## src/sfi_pkg.sv

```systemverilog
// Package with the word types and control struct of the simplest-fraction block.
`timescale 1ns / 1ps

package sfi_pkg;

    // Width of the input fields and of the result fields.
    localparam int IN_W  = 16;
    localparam int OUT_W = 18;

    typedef struct packed {
        logic [IN_W-1:0] low_num;
        logic [IN_W-1:0] high_num;
        logic [IN_W-1:0] common_den;
    } t_in_word;

    typedef struct packed {
        logic [OUT_W-1:0] frac_num;
        logic [OUT_W-1:0] frac_den;
        logic             bad_interval;
    } t_out_word;

    // Commands from the sequencer to the mediant unit.
    typedef struct packed {
        logic load;
        logic step;
    } t_sfi_ctl;

endpackage

```

## src/sfi_bounds.sv

```systemverilog
// Working bounds of the Stern-Brocot descent and the shared mediant step unit.
`timescale 1ns / 1ps

module sfi_bounds #(
    parameter int DEN_BITS = 16
) (
    input  logic                  i_clk,
    input  logic                  i_rst_n,
    input  sfi_pkg::t_sfi_ctl     i_ctl,
    input  logic [DEN_BITS-1:0]   i_lo,
    input  logic [DEN_BITS-1:0]   i_hi,
    input  logic [DEN_BITS-1:0]   i_dn,
    output logic                  o_hit,
    output logic [DEN_BITS+1:0]   o_med_num,
    output logic [DEN_BITS+1:0]   o_med_den
);

    localparam int FW = DEN_BITS + 2;
    localparam int SW = 2 * DEN_BITS + 4;

    // Bound terms p/q carry two scores: p*dn - lo*q and p*dn - hi*q.
    // They are linear, so the scores of a mediant are sums of the bound scores.
    logic [FW-1:0]        r_a, r_b, r_c, r_d;
    logic [FW-1:0]        n_a, n_b, n_c, n_d;
    logic signed [SW-1:0] r_sl_lo, r_sl_hi, r_sr_lo, r_sr_hi;
    logic signed [SW-1:0] n_sl_lo, n_sl_hi, n_sr_lo, n_sr_hi;

    logic signed [SW-1:0] w_lo_s, w_hi_s, w_dn_s;
    logic signed [SW-1:0] w_m_lo, w_m_hi;
    logic [FW-1:0]        w_mn, w_md;
    logic                 w_above_lo, w_below_hi;

    assign w_lo_s = SW'(i_lo);
    assign w_hi_s = SW'(i_hi);
    assign w_dn_s = SW'(i_dn);

    assign w_mn   = r_a + r_c;
    assign w_md   = r_b + r_d;
    assign w_m_lo = r_sl_lo + r_sr_lo;
    assign w_m_hi = r_sl_hi + r_sr_hi;

    assign w_above_lo = (w_m_lo > 0);
    assign w_below_hi = (w_m_hi < 0);

    assign o_hit     = w_above_lo && w_below_hi;
    assign o_med_num = w_mn;
    assign o_med_den = w_md;

    always_comb begin
        n_a     = r_a;
        n_b     = r_b;
        n_c     = r_c;
        n_d     = r_d;
        n_sl_lo = r_sl_lo;
        n_sl_hi = r_sl_hi;
        n_sr_lo = r_sr_lo;
        n_sr_hi = r_sr_hi;
        priority if (i_ctl.load) begin
            // Start from the bounds 0/1 and 1/1.
            n_a     = FW'(0);
            n_b     = FW'(1);
            n_c     = FW'(1);
            n_d     = FW'(1);
            n_sl_lo = -w_lo_s;
            n_sl_hi = -w_hi_s;
            n_sr_lo = w_dn_s - w_lo_s;
            n_sr_hi = w_dn_s - w_hi_s;
        end else if (i_ctl.step) begin
            if (w_above_lo) begin
                // Mediant at or above the upper bound: it becomes the right bound.
                n_c     = w_mn;
                n_d     = w_md;
                n_sr_lo = w_m_lo;
                n_sr_hi = w_m_hi;
            end else begin
                n_a     = w_mn;
                n_b     = w_md;
                n_sl_lo = w_m_lo;
                n_sl_hi = w_m_hi;
            end
        end else begin
            n_a = r_a;
        end
    end

    always_ff @(posedge i_clk) begin
        if (!i_rst_n) begin
            r_a     <= FW'(0);
            r_b     <= FW'(1);
            r_c     <= FW'(1);
            r_d     <= FW'(1);
            r_sl_lo <= '0;
            r_sl_hi <= '0;
            r_sr_lo <= '0;
            r_sr_hi <= '0;
        end else begin
            r_a     <= n_a;
            r_b     <= n_b;
            r_c     <= n_c;
            r_d     <= n_d;
            r_sl_lo <= n_sl_lo;
            r_sl_hi <= n_sl_hi;
            r_sr_lo <= n_sr_lo;
            r_sr_hi <= n_sr_hi;
        end
    end

endmodule

```

## src/simplest_fraction_in_interval.sv

```systemverilog
// Top level: sequencer, input checks and output register of the simplest-fraction block.
//
//  channel | direction | handshake                    | word
//  in      | input     | i_in_valid / o_in_ready      | i_in_word  (low, high, den)
//  out     | output    | o_out_valid / i_out_ready    | o_out_word (num, den, bad flag)
//
// On acceptance the bounds are loaded, then the mediant unit tests one Stern-Brocot
// mediant per cycle until one lies strictly inside the interval; that one goes to the
// output register. A bad interval skips the search. The input is not ready while a
// search runs. A finished answer waits for the output register to be free.
// Reset is synchronous and active low; it empties the block.
`timescale 1ns / 1ps

module simplest_fraction_in_interval #(
    parameter int DEN_BITS = 16
) (
    input  logic               i_clk,
    input  logic               i_rst_n,
    input  logic               i_in_valid,
    output logic               o_in_ready,
    input  sfi_pkg::t_in_word  i_in_word,
    output logic               o_out_valid,
    input  logic               i_out_ready,
    output sfi_pkg::t_out_word o_out_word
);

    typedef enum logic [1:0] {
        S_IDLE = 2'b01,
        S_RUN  = 2'b10
    } t_state;

    t_state r_state, n_state;
    logic   r_bad, n_bad;
    logic   r_out_valid, n_out_valid;
    sfi_pkg::t_out_word r_out, n_out;

    sfi_pkg::t_sfi_ctl   w_ctl;
    logic [DEN_BITS-1:0] w_lo, w_hi, w_dn;
    logic                w_in_bad, w_hit, w_accept, w_out_free, w_finish;
    logic [DEN_BITS+1:0] w_med_num, w_med_den;

    // Fields are taken modulo 2^DEN_BITS.
    assign w_lo = DEN_BITS'(i_in_word.low_num);
    assign w_hi = DEN_BITS'(i_in_word.high_num);
    assign w_dn = DEN_BITS'(i_in_word.common_den);

    assign w_in_bad   = (w_dn == '0) || (w_lo >= w_hi) || (w_lo >= w_dn);
    assign o_in_ready = (r_state == S_IDLE);
    assign w_accept   = i_in_valid && o_in_ready;
    assign w_out_free = !r_out_valid || i_out_ready;
    assign w_finish   = (r_state == S_RUN) && (r_bad || w_hit) && w_out_free;

    sfi_bounds #(
        .DEN_BITS(DEN_BITS)
    ) u_bounds (
        .i_clk     (i_clk),
        .i_rst_n   (i_rst_n),
        .i_ctl     (w_ctl),
        .i_lo      (w_lo),
        .i_hi      (w_hi),
        .i_dn      (w_dn),
        .o_hit     (w_hit),
        .o_med_num (w_med_num),
        .o_med_den (w_med_den)
    );

    always_comb begin
        n_state     = r_state;
        n_bad       = r_bad;
        n_out_valid = r_out_valid && !i_out_ready;
        n_out       = r_out;
        w_ctl.load  = 1'b0;
        w_ctl.step  = 1'b0;
        unique case (r_state)
            S_IDLE: begin
                if (w_accept) begin
                    w_ctl.load = 1'b1;
                    n_bad      = w_in_bad;
                    n_state    = S_RUN;
                end
            end
            S_RUN: begin
                if (w_finish) begin
                    n_out_valid = 1'b1;
                    if (r_bad) begin
                        n_out.frac_num     = '0;
                        n_out.frac_den     = '0;
                        n_out.bad_interval = 1'b1;
                    end else begin
                        n_out.frac_num     = sfi_pkg::OUT_W'(w_med_num);
                        n_out.frac_den     = sfi_pkg::OUT_W'(w_med_den);
                        n_out.bad_interval = 1'b0;
                    end
                    n_state = S_IDLE;
                end else if (!r_bad && !w_hit) begin
                    w_ctl.step = 1'b1;
                end
            end
            default: begin
                n_state = S_IDLE;
            end
        endcase
    end

    always_ff @(posedge i_clk) begin
        if (!i_rst_n) begin
            r_state     <= S_IDLE;
            r_bad       <= 1'b0;
            r_out_valid <= 1'b0;
        end else begin
            r_state     <= n_state;
            r_bad       <= n_bad;
            r_out_valid <= n_out_valid;
        end
    end

    always_ff @(posedge i_clk) begin
        r_out <= n_out;
    end

    assign o_out_valid = r_out_valid;
    assign o_out_word  = r_out;

`ifndef SYNTH
    a_busy_after_accept: assert property (@(posedge i_clk) disable iff (!i_rst_n)
        w_accept |=> !o_in_ready)
        else $error("input still ready right after a word was taken");

    a_bad_zero_fields: assert property (@(posedge i_clk) disable iff (!i_rst_n)
        (o_out_valid && o_out_word.bad_interval) |->
            (o_out_word.frac_num == '0 && o_out_word.frac_den == '0))
        else $error("bad interval result carries a nonzero fraction");

    a_no_step_when_bad: assert property (@(posedge i_clk) disable iff (!i_rst_n)
        (r_state == S_RUN && r_bad) |-> !w_ctl.step)
        else $error("mediant step taken on a bad interval");

    a_taken_and_idle: assert property (@(posedge i_clk) disable iff (!i_rst_n)
        (o_out_valid && i_out_ready && !w_finish) |=> !o_out_valid)
        else $error("output word shown again after it was taken");
`endif

endmodule
```

## config.mk

```make
export PLATFORM = sky130hd
export DESIGN_NAME = simplest_fraction_in_interval
export DESIGN_NICKNAME = d
export VERILOG_FILES = /design/src/sfi_pkg.sv /design/src/sfi_bounds.sv /design/src/simplest_fraction_in_interval.sv
export SDC_FILE = /design/constraint.sdc
export NUM_CORES = 1
export LEC_CHECK = 0
export ABC_AREA = 1
export BUFFER_PORTS_ARGS = -buffer_cell sky130_fd_sc_hd__buf_4
export CORE_MARGIN = 8
export CORE_UTILIZATION = 63
export CTS_CLUSTER_SIZE = 20
export DETAILED_ROUTE_END_ITERATION = 10
export PLACE_DENSITY_LB_ADDON = 0.15
export SLEW_MARGIN = 20
export SYNTH_ARGS = -nofsm -noshare
export SYNTH_HDL_FRONTEND = slang
export SYNTH_SLANG_ARGS = --single-unit
```

## constraint.sdc

```tcl
create_clock -name i_clk -period 6.21 [get_ports i_clk]
set_input_delay 1.242 -clock i_clk [delete_from_list [all_inputs] [get_ports i_clk]]
set_output_delay 1.242 -clock i_clk [all_outputs]
set_load 0.01 [all_outputs]
```

== Word-level counts from Yosys, hierarchy flattened ==
Index checks and enable logic that the tools add are counted.

* Logic and storage cells: 81
* Bits of input ports: 52
* Register bits after elaboration: 257
* Output and inout bits: 39

* Reduce and logical (&&, ||, !) cells: 25
* Mux-type cells: 23
* $lt $le $gt $ge: 4
* Equality and inequality tests: 5
* Bitwise gates (word level): 2
* Add/subtract/negate cells: 8

{| class="wikitable"
|+ Operators with widths
! kind !! number
|-
| 36-bit 2-to-1 mux || 12
|-
| 36-bit adder || 2
|-
| 16-bit negator with 36-bit output || 2
|-
| 18-bit adder || 2
|-
| 36-bit by 1-bit greater-than comparator with 1-bit output (second input constant) || 1
|-
| 36-bit by 1-bit < comparator with 1-bit output (second input constant) || 1
|-
| 16-bit by 16-bit subtractor with 17-bit output || 2
|-
| 16-bit >= comparator || 2
|-
| 16-bit zero test || 1
|-
| 2-bit AND reduction || 7
|-
| 1-bit 2-to-1 mux || 8
|-
| 1-bit logical AND || 6
|-
| 1-bit zero test || 4
|-
| 1-bit logical OR || 4
|-
| 2-bit 2-to-1 mux || 2
|-
| 2-bit by 1-bit inequality test with 1-bit output (second input constant) || 2
|-
| 2-bit case mux with 2 select lines || 1
|-
| 2-bit nonzero test || 2
|-
| 2-bit by 1-bit equality test with 1-bit output (second input constant) || 1
|-
| 2-bit equality test (second input constant) || 1
|-
| 2-bit inequality test (second input constant) || 1
|-
| 1-bit inverter || 2
|-
| 2-bit OR reduction || 1
|}

== Depth between registers and ports, before layout ==
Gate-level depths: netlist of the first run.

* Depth after elaboration: 10
* Gate-level depth with buffers: 26
* Mapped depth without buffers: 25

== Modules after synthesis ==
Synthesis of the first run repeated with hierarchy kept, for this count alone.

* Cells, all modules: 3,211
* Area, all modules: 20,420.8 um2

{| class="wikitable"
|+ Modules (own cells, without submodules)
! module !! area an instance (um2) !! cells each !! sequential area each (um2) !! times used
|-
| sfi_bounds || 17,964.7 || 2,926 || 4,324.1 || 1
|-
| simplest_fraction_in_interval || 2,456.1 || 285 || 1,191.1 || 1
|}

== Worst setup path after synthesis of the first run ==
Ideal clock, no wire load.

* Path type: reg-to-reg
* From: register u_bounds.r_sr_lo[0]
* To: register r_out (netlist bit o_out_word[0]) (enable)
* Library setup time: 444 ps
* Buffers on the path: 0
* Period minus slack after synthesis: 4,396 ps
* Path slack: 1,814 ps
* Data required time: 5,766 ps
* Arrival time: 3,953 ps
* Cell stages (with the launch flop): 19
* Cell sequence: dfxtp_1 -> ha_1 -> inv_1 -> fa_1 -> inv_1 -> nand2_1 -> nand2_1 -> nand3_1 -> nand2_1 -> nand2_1 -> nand3_2 -> a21oi_1 -> xor2_1 -> nor2_1 -> nand3_1 -> nand3_1 -> nand2_1 -> nand2_1 -> a21oi_1

* Cells in the longest elaborated chain, start to end: 7

{| class="wikitable"
|+ RTL lines
! item !! RTL line !! text
|-
| start, declared || sfi_bounds.sv:25 || <nowiki>logic signed [SW-1:0] r_sl_lo, r_sl_hi, r_sr_lo, r_sr_hi;</nowiki>
|-
| start signal, assigned || sfi_bounds.sv:103 || <nowiki>r_sr_lo <= n_sr_lo;</nowiki>
|-
| 36-bit adder || sfi_bounds.sv:39 || <nowiki>assign w_m_lo = r_sl_lo + r_sr_lo;</nowiki>
|-
| 36-bit by 1-bit greater-than comparator with 1-bit output || sfi_bounds.sv:42 || <nowiki>assign w_above_lo = (w_m_lo > 0);</nowiki>
|-
| 1-bit logical AND || sfi_bounds.sv:45 || <nowiki>assign o_hit = w_above_lo && w_below_hi;</nowiki>
|-
| 1-bit logical OR || simplest_fraction_in_interval.sv:51 || <nowiki>assign w_finish = (r_state == S_RUN) && (r_bad || w_hit) && w_out_free;</nowiki>
|-
| 1-bit logical AND (2 in series) || simplest_fraction_in_interval.sv:51 ||
|-
| 2-bit AND reduction (no source line) || n/a ||
|-
| end signal, assigned || simplest_fraction_in_interval.sv:118 || <nowiki>r_out <= n_out;</nowiki>
|-
| end, declared || simplest_fraction_in_interval.sv:35 || <nowiki>sfi_pkg::t_out_word r_out, n_out;</nowiki>
|}

Every way passes these cells.
A chain may end at the register's enable or synchronous reset.

== Final worst setup path of the first run ==
* From: register u_bounds.r_sr_lo[15]
* To: register u_bounds.r_d[17]

* Cells in the longest elaborated chain, start to end: 9
* Elaborated cells on any way between the ends: 12
* Classes of those cells: 1 x add/sub; 1 x order compare; 3 x mux; 7 x reduce/logical

{| class="wikitable"
|+ RTL lines
! item !! RTL line !! text
|-
| 36-bit adder (*) || sfi_bounds.sv:39 ||
|-
| 36-bit by 1-bit greater-than comparator with 1-bit output (*) || sfi_bounds.sv:42 ||
|-
| 1-bit logical AND || sfi_bounds.sv:45 ||
|-
| 1-bit zero test or 1-bit logical OR (tied branches) || simplest_fraction_in_interval.sv:95, simplest_fraction_in_interval.sv:51 ||
|-
| 1-bit logical AND, on equally long branches || simplest_fraction_in_interval.sv:95, simplest_fraction_in_interval.sv:51 ||
|-
| 1-bit 2-to-1 mux or 1-bit logical AND (tied branches) || simplest_fraction_in_interval.sv:95, simplest_fraction_in_interval.sv:51 ||
|-
| 1-bit 2-to-1 mux || simplest_fraction_in_interval.sv:83 || <nowiki>if (w_finish) begin</nowiki>
|-
| 1-bit 2-to-1 mux || simplest_fraction_in_interval.sv:74 || <nowiki>unique case (r_state)</nowiki>
|-
| 2-bit AND reduction (no source line) (*) || n/a ||
|-
| end signal, assigned || sfi_bounds.sv:100 || <nowiki>r_d <= n_d;</nowiki>
|-
| end, declared || sfi_bounds.sv:23 || <nowiki>logic [FW-1:0] r_a, r_b, r_c, r_d;</nowiki>
|}

Mark *: on every way between the ends. The rest lies on a longest branch, timed or not.

==> metrics, run 1 <==
CP most frequent cell=nand2_1; latest clock arrival within the worst-skew pair=0.55 ns; Crit Path Class=flop to flop; post-cts resize count=0; first-pass GRT wire length=92030 µm; f_max=0.2207 GHz; distinct cell type count after synthesis=50; post-route worst setup slack=1.680 ns; min Tclk post-route=4.530 ns; critical path's slowest cell=inv_2; area of placed instances=19810 µm²; hold_ws=0.4735 ns; First-pass DRT Iterations=5; Num CTS Buffers=28; Bufs on Longest Clock Path=3; worst slew pin tran=1.051 ns; die width=190.1 µm; Post-synth ARST share=0%; port buffer count=90; final net count=3159; Die Footprint=36120 µm²; Final Hold Fails=0; Yosys reg bits=257; M1 WL=23980 µm; crit end category=flop; largest net degree at the start of global routing=81; pre-CTS WS=1.609 ns; DP HPWL=40030 µm; share of cells above drive strength 1=6.269%; Iter 0 DRT Violations=1462; YS warnings=0; Placer Congestion=0.9711; most common cell after layout, fill and taps aside=nand2_1; Sink Count=257; initial core utilization=64.23%; antenna-violating nets left=0; root buf cell=clkbuf_16; gr usage total=30.15%; final core utilization=70.18%; io pins=91; clk_skew=0.01525 ns; total setup buffers inserted after CTS=0; Routed met3 length=3323 µm; vias in the first global route=18990; leak pwr=10.55 nW; Post-Syn Nets=3131; Core Region=29720 µm²; outcome=complete, no violations; CTS Hold Bufs=0; Max H-tree Level=1; Critical Path AT=5.00 ns; Top FF cell, synth=dfxtp_1; GRT overflow=0; synthesized area=19090 µm²; Via density=5.786; most frequent cells in the layout=752 x nand2_1, 340 x nor2_1, 331 x a21oi_1; dpl cells=3304; total power=5.180 mW; FP Rows=63; final cell count without fillers=3357; number of flops mapped to enable cells by yosys=37; wirelength, routed=55930 µm; final instance area=20860 µm²; WL met2=26420 µm; Setup violations, final=0; Syn-to-layout area delta=9.263%; syn_area_per_cell=6.543 µm²; Max Cap Viol=0; peak supply drop=0.2695 mV; post-synthesis sequential area ratio=28.90%; Top Layer Used=met4; CP Max Fanout=59; RSZ-0062 raised after global routing=no; Slew Limit Fails=0; Data required, critical path=6.68 ns; final worst path period share=72.95%; initial antenna violation count=0; crit path cell chain=ha_1, nand2_1, nor2_1, nand2_1, nor3b_1, nand2_1, nand2_1, nand2_1, nand2_1, nor2_1, nand2_1, nor2_2, nand2_1, nor2_1, nor2_1, nand4_4, inv_2, nand2_1, a21oi_1; Fin Setup TNS=0 ns; biggest cell delay along the critical path=0.90 ns; Reg clk slew, reported paths=0.06 ns; wire per inst=16.66 µm; Antenna diodes=0; Syn Inst Count=2917; Chip Height=190.1 µm; crit start category=flop; drt drc=0; Worst slew margin=29.95%; CTS tree=done; via count=19420; min-delay worst type=flop to flop; power density over the cells=248.4 nW/µm²
==> area by class of cell <==
class | count | area (µm²)
clock buffer | 37 | 817.0
clock inverter | 15 | 217.7
fill | 2599 | 8862
inverter | 336 | 1261
multi-input combinational | 2221 | 11790
sequential | 257 | 5515
tap | 390 | 488.0
timing repair buffer | 101 | 765.7
==> path summary, 6_finish.rpt <==
kind                                            from               end  slack (ns)  cells after the start
worst max-delay path            u_bounds.r_sr_lo[15]  u_bounds.r_d[17]        1.68                     19
worst min-delay path                u_bounds.r_c[16]  u_bounds.r_c[16]        0.47                      2
worst max register to register  u_bounds.r_sr_lo[15]  u_bounds.r_d[17]        1.68                     19
worst min register to register      u_bounds.r_c[16]  u_bounds.r_c[16]        0.47                      2
==> critical path, delay by kind of cell, from the launching register on <==
kind	cells	cell delay (ns)
compound gates	1	0.20
fa+ha+maj	1	0.41
buf+inv	1	0.90
flops	1	0.33
simple gates	16	2.55
==> report_power, final <==
part | switching, mW | internal, mW
sequential | 0.0656 | 1.80
clock | 0.724 | 1.14
combinational | 0.962 | 0.492
total | 1.75 | 3.43
==> state kept, by name, summed over array words and instances (netlist names), 36 cells and up <==
name and flops:
u_bounds.r_sr_lo 36, o_out_word 37, u_bounds.r_sl_hi 36, u_bounds.r_sr_hi 36, u_bounds.r_sl_lo 36
==> cells by family (layout without fill, tap and decap cells) <==
kind of cell	Yosys count	after routing	synth area share [%]
mux	1	1	0.07209
fa+ha+maj	162	162	10.86
simple gates	1354	1354	30.00
flops	257	257	28.90
xor+xnor	61	61	2.799
compound gates	643	643	17.90
buf+inv	439	489	9.479
==> per-layer routing <==
metal  track usage (%)  vias to the layer above
met4             12.06                        0
met3             3.918                      148
met1             37.17                     8958
met5                 0                        -
li1                  -                     9636
met2             52.54                      680
==> cell usage after synthesis, drive strengths merged (3+ instances only) <==
cell       n  area (µm²)
edfxtp    37        1111
nand3     98       508.0
dfxtp    220        4404
a221oi     3       26.28
a21boi     8       60.06
nand3b    78       585.6
and2       6       37.54
inv      335        1257
o21ai    233        1166
a21oi    332        1662
a21o      15       112.6
clkbuf    45       170.2
ha       156        1952
nor4       9       56.30
fa         6       120.1
nand2    761        2882
o2111ai    4       35.03
buf       58       377.9
nor3      23       130.1
o211ai     7       52.55
xor2      44       385.4
nand4     26       168.9
a31oi      8       50.05
xnor2     17       148.9
a211oi     4       30.03
o21a       6       45.04
o31ai     11       82.58
nor2     347        1320
or2        5       31.28
o21bai     9       67.56
No activity file was read; power rests on OpenSTA's default activity.
==> run 2, diff against run 1 <==
==> constraint.sdc (replaced) <==
create_clock -name i_clk -period 4.7 [get_ports i_clk]
set_input_delay 0.94 -clock i_clk [delete_from_list [all_inputs] [get_ports i_clk]]
set_output_delay 0.94 -clock i_clk [all_outputs]
set_load 0.01 [all_outputs]
==> run 2 against run 1 <==
  * Non-clock buffer count up 7
  * Register-to-register slack worse by 1.1 ns
  * Largest power group is now clock
  * Fmax up 11%
==> metrics, run 2 (same netlist as run 1, synthesis figures left out) <==
met1 Use GR=37.65%; Syn-to-layout area delta=9.820%; Antenna diodes=0; Slew Limit Fails=0; wirelength, routed=54570 µm; Chip Height=190.1 µm; power density over the cells=331.2 nW/µm²; Core Region=29720 µm²; leak pwr=10.61 nW; number of flip-flops in the largest register=37; GRT overflow=0; final core utilization=70.54%; most frequent cells in the layout=752 x nand2_1, 340 x nor2_1, 331 x a21oi_1; pre-CTS WS=0.7112 ns; gr usage total=29.38%; RSZ-0062 raised after global routing=no; Crit path max-delay family=simple AND/OR/NAND/NOR gates; biggest cell delay along the critical path=0.72 ns; FP Rows=63; Final Hold Fails=0; worst reg-to-reg setup slack=0.62 ns; io pins=91; Num CTS Buffers=29; initial antenna violation count=0; crit start category=flop; critical path's slowest cell=buf_4; Placer Congestion=1.040; via count=19490; final net count=3167; outcome=complete, no violations; internal cell power=4.668 mW; final worst path period share=86.75%; global-route layer with the greatest usage=met2; Max Cap Viol=0; vias in the first global route=18810; peak supply drop=0.3349 mV; CTS Hold Bufs=0; Worst slew margin=29.38%; Worst Hold Launch=u_bounds.r_d[4]; GRT met3 Usage=3.918%; CP Max Fanout=74; initial core utilization=64.23%; Setup violations, final=0; DP HPWL=39960 µm; Reg2Reg Depth=21; Iter 0 DRT Violations=1686; latest clock arrival within the worst-skew pair=0.55 ns; Bufs on Longest Clock Path=3; Critical Path AT=4.55 ns; hold endpoint=u_bounds.r_d[4]; total setup buffers inserted after CTS=0; CP most frequent cell=nor2_1; worst slew pin tran=1.059 ns; clock share of power=37.2%; met2 usage=49.62%; Sink Count=257; antenna-violating nets left=0; share of cells above drive strength 1=6.487%; Die Footprint=36120 µm²; post-route worst setup slack=0.6228 ns; f_max=0.2453 GHz; wire per inst=16.22 µm; switching part of the total=32.76%; root buf cell=clkbuf_16; sw power=2.275 mW; first-pass GRT wire length=90040 µm; Data required, critical path=5.17 ns; die width=190.1 µm; clk_skew=0.01288 ns; Max H-tree Level=1; CTS tree=done; post-cts resize count=0; Gate power share=27.3%; most common cell after layout, fill and taps aside=nand2_1; Crit Path Class=flop to flop; min Tclk post-route=4.077 ns; Critical R2R Launch=u_bounds.r_sr_lo[0]; Fin Setup TNS=0 ns; Via density=5.793; largest net degree at the start of global routing=104; min-delay worst type=flop to flop; crit path cell chain=ha_1, inv_1, fa_1, inv_1, or2_2, nor2_1, nand3_1, nor2_1, nand2_1, nor2_1, nand2_1, nor2_1, nand2_1, nor2_2, nand3_1, nand2_2, nand3_4, nand2_4, buf_4, o21ai_0, a21oi_1; crit end category=flop; RR Endpoint=u_bounds.r_sl_hi[17]; port buffer count=90; Reg clk slew, reported paths=0.06 ns; Buf+Inv Stages, Crit Path=3; First-pass DRT Iterations=6; drt drc=0; Seq pwr share=35.6%; Worst Hold Depth=2
==> run 2: worst min-delay path: cells and delay by family (launching register included) <==
family / cells / cell delay (ns)
compound gates: 1 / 0.05
flops: 1 / 0.31
simple gates: 1 / 0.06
==> run 2: worst max-delay path by stage <==
stage | slack (ns) | from | end | depth (start not counted)
2_1_floorplan | 0.30 | u_bounds.r_sr_lo[0] | o_out_word[0] | 18
3_3_place_gp | 0.78 | i_in_word[0] | u_bounds.r_sr_hi[22] | 20
5_1_grt | 0.33 | u_bounds.r_sr_lo[0] | u_bounds.r_sl_hi[33] | 21
3_5_place_dp | 0.71 | u_bounds.r_sr_lo[0] | u_bounds.r_sl_hi[17] | 21
6_report | 0.62 | u_bounds.r_sr_lo[0] | u_bounds.r_sl_hi[17] | 21
4_1_cts | 0.67 | u_bounds.r_sl_lo[0] | u_bounds.r_sl_hi[17] | 21
==> run 2: power groups by stage <==
| stage | clock, mW | sequential (mW) | combinational [mW] |
|---|---|---|---|
| global route | 2.69 | 2.48 | 2.13 |
| floorplan | 0 | 2.48 | 1.39 |
| CTS | 2.60 | 2.47 | 1.86 |
| finish | 2.58 | 2.47 | 1.89 |
| detailed placement | 0 | 2.51 | 1.84 |
| global placement | 0 | 2.50 | 1.81 |
==> run 2: layout make-up <==
type                            instances  area (µm²)
Sequential cell                       257        5515
Tap cell                              390       488.0
Clock buffer                           34       754.5
Clock inverter                         19       329.1
Multi-Input combinational cell       2221       11790
Inverter                              336        1261
Timing Repair Buffer                  108       823.3
Fill cell                            2530        8756
==> run 2: per-stage QoR <==
| step | hold slack, ns | instance area, µm² | total power [mW] | cells |
|---|---|---|---|---|
| global route | 0.4836 | 20960 | 7.304 | 3365 |
| global placement | 0.4548 | 19880 | 4.316 | 3312 |
| finish | 0.4728 | 20960 | 6.943 | 3365 |
| detailed placement | 0.4618 | 19880 | 4.355 | 3312 |
| floorplan | 0.4283 | 19090 | 3.878 | 2917 |
| CTS | 0.4719 | 20960 | 6.924 | 3365 |
==> run 2: routing by layer <==
| layer | vias to the layer above | routed length, µm |
|---|---|---|
| met3 | 124 | 3814 |
| met5 | - | 0 |
| li1 | 9681 | - |
| met2 | 718 | 25380 |
| met1 | 8969 | 23600 |
| met4 | 0 | 1779 |
==> run 3, diff against run 2 <==
--- a/config.mk
+++ b/config.mk
@@ -5,7 +5,6 @@
 export SDC_FILE = /design/constraint.sdc
 export NUM_CORES = 1
 export LEC_CHECK = 0
-export ABC_AREA = 1
 export BUFFER_PORTS_ARGS = -buffer_cell sky130_fd_sc_hd__buf_4
 export CORE_MARGIN = 8
 export CORE_UTILIZATION = 63
==> run 3 against run 2 <==
  * Clock-buffer cell count rose by 9
  * Critical path type unchanged
  * Largest power group is now registers
  * Clock power fell by 8.9%
  * Wire length increased by 9.9%
  * Sequential power hardly changed
==> metrics, run 3 <==
outcome=complete, no violations; Slew Limit Fails=0; clk_skew=0.01156 ns; Crit path max-delay family=simple AND/OR/NAND/NOR gates; Critical R2R Launch=u_bounds.r_sr_lo[0]; Data required, critical path=5.01 ns; Die Footprint=35140 µm²; YS warnings=0; RSZ-0062 raised after global routing=no; Sink Count=257; count leader, synth=dfxtp_1; CP Max Fanout=23; Post-Syn Nets=2444; Crit Path Class=flop to flop; wirelength, routed=59990 µm; Fin Setup TNS=0 ns; clock share of power=35.6%; f_max=0.2197 GHz; area of placed instances=19660 µm²; Num CTS Buffers=29; Max H-tree Level=1; Final Hold Fails=0; dpl cells=2640; via count=18470; io pins=91; most common library cells after synthesis=220 x dfxtp_1, 204 x a21oi_1, 163 x o21ai_0; Via density=6.855; Critical Path AT=4.86 ns; vias in the first global route=17970; Seq pwr share=37.3%; Worst Hold Launch=u_bounds.r_a[0]; initial core utilization=64.18%; first-pass GRT wire length=95160 µm; gr usage total=32.35%; Reg clk slew, reported paths=0.06 ns; number of flip-flops in the largest register=37; biggest cell delay along the critical path=0.54 ns; most common cell after layout, fill and taps aside=dfxtp_1; Top FF cell, synth=dfxtp_1; initial antenna violation count=0; latest clock arrival within the worst-skew pair=0.56 ns; final worst path period share=96.87%; Chip Height=187.5 µm; post-synth top area cell=dfxtp_1; Gate power share=27.1%; synthesized area=18520 µm²; wire per inst=22.26 µm; Core Region=28860 µm²; most frequent cells in the layout=220 x dfxtp_1, 204 x a21oi_1, 163 x o21ai_0; min Tclk post-route=4.553 ns; CP most frequent cell=a31o_1; Syn-to-layout area delta=11.65%; Max Cap Viol=0; antenna-violating nets left=0; Post-synth ARST share=0%; final net count=2502; internal cell power=4.450 mW; share of the synthesized area in the top cell type=23.78%; First-pass DRT Iterations=6; CTS tree=done; Worst slew margin=20.72%; final cell count without fillers=2695; crit path cell chain=ha_1, inv_1, fa_1, nor2b_1, o31a_1, nor2_1, or4_1, a31o_1, a31o_1, nor4_4, nand4_4, or3_2, a31oi_2, nor3b_4, buf_12; crit end category=flop; Antenna diodes=0; sw power=2.138 mW; drt drc=0; post-synthesis sequential area ratio=29.78%; GRT overflow=0; Yosys reg bits=257; Syn Inst Count=2230; number of flops mapped to enable cells by yosys=37; leak pwr=8.517 nW; largest net degree at the start of global routing=84; Reg2Reg Depth=15; power density over the cells=318.6 nW/µm²; Worst Hold Depth=2; port buffer count=90; die width=187.5 µm; Placer Congestion=0.9694; critical path's slowest cell=or4_1; crit start category=flop; hold endpoint=u_bounds.r_a[0]; Bufs on Longest Clock Path=3; Synth area leaders=dfxtp_1 24%, ha_1 11%, edfxtp_1 6.0%, a21oi_1 5.5%, xnor2_1 4.4%; worst slew pin tran=1.184 ns; DP HPWL=42850 µm; syn_area_per_cell=8.305 µm²; distinct cell type count after synthesis=101; Buf+Inv Stages, Crit Path=2; RR Endpoint=o_out_word[25]; Iter 0 DRT Violations=1986; FP Rows=62; peak supply drop=0.2892 mV; Setup violations, final=0; min-delay worst type=flop to flop; worst reg-to-reg setup slack=0.15 ns; root buf cell=clkbuf_16; switching part of the total=32.45%; final instance area=20680 µm²; share of cells above drive strength 1=13.50%
## run 3: what timing repair did
action	4_1_cts	5_1_grt
gates resized for setup	0	5
hold buffers	0	0
endpoints found under the setup margin	0	173
setup buffers	0	1
## run 3: worst max-delay path by stage
stage / start / endpoint / slack (ns) / cells past startpoint
2_1_floorplan: u_bounds.r_sr_lo[0] / o_out_word[0] / 0.03 / 17
3_3_place_gp: u_bounds.r_sr_lo[0] / o_out_word[24] / 0.26 / 15
3_5_place_dp: u_bounds.r_sr_lo[0] / o_out_word[23] / 0.16 / 15
4_1_cts: u_bounds.r_sl_lo[0] / o_out_word[23] / 0.1 / 15
5_1_grt: u_bounds.r_sl_lo[0] / o_out_word[23] / 0.004 / 15
6_report: u_bounds.r_sr_lo[0] / o_out_word[25] / 0.15 / 15
## run 3: power groups by stage
stage | registers (mW) | clock network [mW] | logic, mW
after floorplan | 2.47 | 0 | 1.26
after global placement | 2.49 | 0 | 1.68
after detailed placement | 2.50 | 0 | 1.72
after CTS | 2.45 | 2.34 | 1.74
after global routing | 2.47 | 2.44 | 1.93
final | 2.46 | 2.35 | 1.79
## run 3: cells by family after synthesis
logic type | Yosys count | share of synthesized area [%]
DFF | 257 | 29.78
adders and majority gates | 162 | 11.19
and+or+nand+nor | 690 | 19.23
AOI/OAI and AO/OA | 752 | 27.64
buffers and inverters | 239 | 5.898
muxes | 3 | 0.1621
xor gates and xnor gates | 127 | 6.107
## run 3: stage by stage
| step | setup slack, ns | total power [mW] | hold WS [ns] | utilization (%) |
|---|---|---|---|---|
| 3_5_place_dp | 0.1630 | 4.214 | 0.4584 | 68.13 |
| 4_1_cts | 0.09746 | 6.531 | 0.4686 | 71.56 |
| 6_report | 0.1473 | 6.587 | 0.4687 | 71.66 |
| 2_1_floorplan | 0.02936 | 3.733 | 0.4382 | - |
| 5_1_grt | 0.004131 | 6.830 | 0.4964 | 71.66 |
| 3_3_place_gp | 0.2615 | 4.173 | 0.4538 | 68.13 |
## run 3: area by class of cell
cell class	instances	area, µm²
clock inverters	11	151.4
clock buffers	43	838.3
multi-input cells	1734	11970
repair buffers	159	1323
inverters	107	401.6
fillers	2293	8179
flip-flops and latches	257	5515
well taps	384	480.5
## run 3: worst min-delay path, cell delays in order (launching register included)
cell,delay (ns)
dfxtp_1,0.31
nand3_1,0.06
a21oi_1,0.05
## run 3: layer usage
metal | GRT usage [%] | routed length [µm] | vias up
met3 | 6.693 | 5728 | 175
met1 | 41.41 | 24720 | 8817
li1 | - | - | 8468
met4 | 13.09 | 2207 | 0
met5 | 0 | 0 | -
met2 | 52.55 | 27340 | 1014
